`src/hdl/kbt_pkg.sv`:
```
// Shared types and constants for the Kronecker butterfly transform core.
// No dependencies; used by kbt_bfly and kronecker_butterfly_transform_core.
package kbt_pkg;

  localparam int LogPoints = 10;
  localparam int NumPoints = 1 << LogPoints;
  localparam int NumPairs  = NumPoints / 2;
  localparam int IdxW      = LogPoints;
  localparam int PairW     = (LogPoints > 1) ? LogPoints - 1 : 1;
  localparam int DataW     = 32;
  localparam int WeightW   = 16;
  localparam int DiffW     = DataW + 1;
  localparam int ProdW     = DiffW + WeightW + 1;
  localparam int RndW      = ProdW - WeightW;
  localparam int ActW      = 2;

  localparam logic [WeightW-1:0] MixReset = 16'd6554;
  localparam logic [ProdW-1:0]   RndHalf  = ProdW'(32768);

  typedef enum logic [ActW-1:0] {
    ACT_WRITE = 2'd0,
    ACT_RUN   = 2'd1,
    ACT_READ  = 2'd2,
    ACT_NOP   = 2'd3
  } act_e;

  typedef enum logic [3:0] {
    ST_IDLE,
    ST_READ,
    ST_LOAD,
    ST_DIFF,
    ST_MUL,
    ST_RND,
    ST_WA,
    ST_WB,
    ST_DONE
  } st_e;

  // step enables for the shared butterfly unit
  typedef struct packed {
    logic load_diff;
    logic load_prod;
    logic load_rnd;
  } bfly_ctrl_t;

endpackage

```
`src/hdl/kbt_bfly.sv`:
```
// Shared butterfly unit: difference, weighted product, rounding, updated pair.
// Depends on kbt_pkg; stepped by the sequencer in the top level.
module kbt_bfly (
  input  logic                               clk_i,
  input  kbt_pkg::bfly_ctrl_t                ctrl_i,
  input  logic        [kbt_pkg::WeightW-1:0] weight_i,
  input  logic signed [kbt_pkg::DataW-1:0]   a_i,
  input  logic signed [kbt_pkg::DataW-1:0]   b_i,
  output logic signed [kbt_pkg::DataW-1:0]   new_a_o,
  output logic signed [kbt_pkg::DataW-1:0]   new_b_o
);

  logic signed [kbt_pkg::DiffW-1:0] diff_q, diff_d;
  logic signed [kbt_pkg::ProdW-1:0] prod_q, prod_d, prod_rnd;
  logic signed [kbt_pkg::RndW-1:0]  rnd_q, rnd_d;
  logic signed [kbt_pkg::RndW-1:0]  sum_a, sum_b;

  // b - a at full width
  assign diff_d = kbt_pkg::DiffW'(b_i) - kbt_pkg::DiffW'(a_i);

  // unsigned weight times signed difference
  assign prod_d = kbt_pkg::ProdW'(diff_q) *
                  $signed(kbt_pkg::ProdW'({1'b0, weight_i}));

  // round half up at bit 16
  assign prod_rnd = prod_q + kbt_pkg::RndHalf;
  assign rnd_d    = prod_rnd[kbt_pkg::ProdW-1:kbt_pkg::WeightW];

  // convex mix never leaves the sample width
  assign sum_a   = kbt_pkg::RndW'(a_i) + rnd_q;
  assign sum_b   = kbt_pkg::RndW'(b_i) - rnd_q;
  assign new_a_o = sum_a[kbt_pkg::DataW-1:0];
  assign new_b_o = sum_b[kbt_pkg::DataW-1:0];

  // hold each intermediate until its step comes again
  always_ff @(posedge clk_i) begin
    if (ctrl_i.load_diff) begin
      diff_q <= diff_d;
    end
    if (ctrl_i.load_prod) begin
      prod_q <= prod_d;
    end
    if (ctrl_i.load_rnd) begin
      rnd_q <= rnd_d;
    end
  end

endmodule

```
`config.mk`:
```
export PLATFORM = sky130hd
export DESIGN_NAME = kbt_bfly
export DESIGN_NICKNAME = d
export VERILOG_FILES = /design/src/hdl/kbt_pkg.sv /design/src/hdl/kbt_bfly.sv
export SDC_FILE = /design/constraint.sdc
export NUM_CORES = 2
export LEC_CHECK = 0
export ABC_AREA = 0
export BUFFER_PORTS_ARGS = -buffer_cell sky130_fd_sc_hd__buf_2
export CAP_MARGIN = 15
export CORE_ASPECT_RATIO = 1.4
export CORE_MARGIN = 2
export CORE_UTILIZATION = 29
export DETAILED_ROUTE_END_ITERATION = 7
export GPL_ROUTABILITY_DRIVEN = 0
export GPL_TIMING_DRIVEN = 0
export PLACE_DENSITY = 0.46
export SLEW_MARGIN = 20
export SYNTH_ARGS = -nofsm -noshare
export SYNTH_HDL_FRONTEND = slang
export SYNTH_SLANG_ARGS = --single-unit
```
`constraint.sdc`:
```
create_clock -name clk_i -period 10.3 [get_ports clk_i]
set_input_delay 0 -clock clk_i [delete_from_list [all_inputs] [get_ports clk_i]]
set_output_delay 0 -clock clk_i [all_outputs]
set_load 0.02 [all_outputs]
```
==> impl_metrics.yaml <==
logic_synthesis:
  ys_async_sr_fraction_pct: 0
  yosys_register_bits: 98
  ys_warn_count: 0
  synth.yosys.seq_area_share_pct: 11.4
  netlist.top_cell.by_area: "fa_1"
  synthFlopType: "edfxtp_1"
  synth_area_leaders: "fa_1 (38%), edfxtp_1 (11%), ha_1 (10%), inv_1 (9.7%), and2_1 (5.6%)"
  synth_edf_count: 98
  synthCells: 2855
  synth_top_cell_area_share_pct: 38.2
  mappedNetlistNets: 3638
  syn_avg_cell_area_um2: 9.02
  synth.distinct_cells: 69
  syn_area_mm2: 0.0258
cells_and_area:
  fillCellCount: 9450
  layout-drive-gt1-share_pct: 6.26
  nets: 3796
  num_antenna_cells: 0
  area_delta_synth_final_pct: 9.73
floorplan:
  die_h_um: 357
  ios: 148
  initial_core_util_pct: 29.2
  die_w_um: 256
  rows: 129
  core-area_mm2: 0.0881
  die-area_mm2: 0.0913
sta:
  tightestPinTransition_ps: 1030
  final_min_period_over_clock_period_pct: 73.6
  finalHoldViolCount: 0
  setup_slack_ps: 2720
  rsz0062_at_grt: "no"
  finalSetupViolations: 0
  layout_min_cycle_time_ps: 7580
  tns_ps: 0
  timing.slew.headroom_pct: 31.1
  clock.fmax_mhz: 132
  maxSlewViolCount: 0
  finClkSkew_ps: 12.0
hold_path:
  worstHoldPathType: "in -> reg"
critical_path:
  crit_path_cell_trace: "clkbuf_1, nand2_1, fa_1, fa_1, fa_1, inv_1, fa_1, fa_1, fa_1, ha_1, a211oi_1, o21ai_0, a21oi_1, nand3_2, a31oi_4, a21oi_2, o21ai_4, o211ai_4, and4_4, nor3_1"
  arrival_ps: 7740
  cpPeakStageDelay_ps: 620
  crit_required_ps: 10460
  cp_max_fo: 10
  endpoint_kind: "flop"
  path_class: "reg -> reg"
  worst_setup_path_start_kind: "flop"
  path_common_cell: "fa_1"
  cpMaxStageDelayCell: "edfxtp_1"
clock_network:
  worstSkewPairLatency_ps: 360
  clock-sinks: 98
  cts_resized: 0
  cts_buffers: 9
  post-cts-setup-buffer-count: 0
  root_buffer: "clkbuf_16"
  h-tree-depth: 3
  hold_buffers: 0
  cts_tree: "done"
  clk_pin_slew_worst_paths_ps: 80
  cts_buffer_depth: 2
drt:
  wl_um: 81200
  drc: 0
  routed-wl-met2_um: 44100
  wl_met1_um: 32100
  drt-pass1-iter-count: 7
  post_drt_via_cell_ratio: 4.64
  top_layer: "met4"
  wl_met3_um: 1890
  drt_iter0_drc: 987
  wl_per_cell_um: 19.4
  num_vias: 19500
  ant_nets: 0
run_status:
  status: "completed"
grt:
  antenna_found_initial: 4
  track_usage_pct: 18.2
  grt_max_degree: 34
  grt_pass1_vias: 21300
  grt_overflow: 0
  grt_pass1_wl_um: 126000
flow_run:
  maxCapViolCount: 0
place:
  dpl_worst_slack_ps: 2510
  hpwlAfterDp_um: 69700
  port_buffers: 147
per-layer routing:
| layer | GRT usage, % | vias to the layer above |
|---|---|---|
| li1 | - | 9061 |
| met1 | 21.0 | 9961 |
| met2 | 35.4 | 348 |
| met3 | 1.24 | 102 |
| met4 | 6.16 | 0 |
| met5 | 0 | - |
cells in the final DEF, fill, tap and decap left out, drive strengths merged, types with 3 or more instances in the layout:
| cell type | instances |
|---|---|
| nand4 | 14 |
| nor2b | 18 |
| xnor2 | 113 |
| a21boi | 6 |
| a21oi | 103 |
| o2111ai | 5 |
| edfxtp | 98 |
| clkinv | 3 |
| nor3 | 22 |
| xor2 | 41 |
| nor4 | 4 |
| fa | 492 |
| o21a | 14 |
| a31oi | 12 |
| clkbuf | 95 |
| inv | 671 |
| and4 | 4 |
| nor2 | 75 |
| and2 | 232 |
| o311ai | 3 |
| nand2 | 363 |
| o211ai | 9 |
| ha | 207 |
| and3 | 17 |
| a21o | 50 |
| o22ai | 4 |
| buf | 148 |
| nand3 | 39 |
| or3 | 8 |
| a2111oi | 3 |
| nor3b | 3 |
| nand2b | 9 |
| a221oi | 3 |
| o221ai | 3 |
| or2 | 6 |
| a211oi | 15 |
| o31ai | 9 |
| o21bai | 18 |
| o21ai | 63 |
metrics by stage:
step	area, um^2	instances	hold slack (ps)	utilization, %
finish	28300	4197	64.5	32.1
global route	28300	4197	67.4	32.1
CTS	28300	4197	56.1	32.1
detailed placement	28000	4181	377	31.7
global placement	28000	4181	383	31.7
floorplan	25800	2855	112	-
worst paths after layout:
check	start	to	slack, ps	cells after the start
max reg2reg	diff_q[12]$_DFFE_PP_	prod_q[47]$_DFFE_PP_	2720	20
min	a_i[0]	diff_q[0]$_DFFE_PP_	60	3
min reg2reg	prod_q[23]$_DFFE_PP_	rnd_q[7]$_DFFE_PP_	580	1
max	diff_q[12]$_DFFE_PP_	prod_q[47]$_DFFE_PP_	2720	20
registers in the layout, summed over array words and instances (netlist names):
signal	flops
diff_q	33
prod_q	33
rnd_q	32
layout make-up:
class	count	area (um^2)	share of cell area, %
plain buffers	87	328	1.16
flip-flops and latches	98	2940	10.4
repair buffers	147	736	2.60
inverters	667	2500	8.86
well taps	1179	1480	5.22
clock buffers	9	225	0.797
multi-input cells	2003	20000	70.7
clock inverters	7	70.1	0.248
critical path: cells and delay by family (launching register included):
| family | cells | cell delay [ps] |
|---|---|---|
| adders and majority gates | 7 | 3420 |
| AOI/OAI and AO/OA | 7 | 1790 |
| and+or+nand+nor | 4 | 910 |
| buffers and inverters | 2 | 640 |
| DFF | 1 | 620 |
synthesized netlist by cell type (7+ instances only):
master	count
and3_1	17
nand2_1	363
o21ai_0	53
clkbuf_1	86
a21oi_1	102
o21a_1	14
o21bai_1	17
o31ai_1	7
nor3_1	21
xor2_1	41
nand2b_1	9
a21o_1	50
o211ai_1	7
fa_1	492
or3_1	8
and2_1	232
o21ai_1	8
a211oi_1	12
xnor2_1	113
inv_1	667
edfxtp_1	98
nor2_1	75
a31oi_1	11
nor2b_1	18
nand3_1	38
ha_1	207
nand4_1	14
cells by family after synthesis:
family | synth area share, %
and+or+nand+nor | 15.5
buffers and inverters | 11.0
adders and majority gates | 48.3
AOI/OAI and AO/OA | 8.51
xor gates and xnor gates | 5.24
DFF | 11.4
muxes | 0.0389
Power is not shown: default switching activity piles up to over one toggle a cycle in this logic, so the estimate is an artifact.
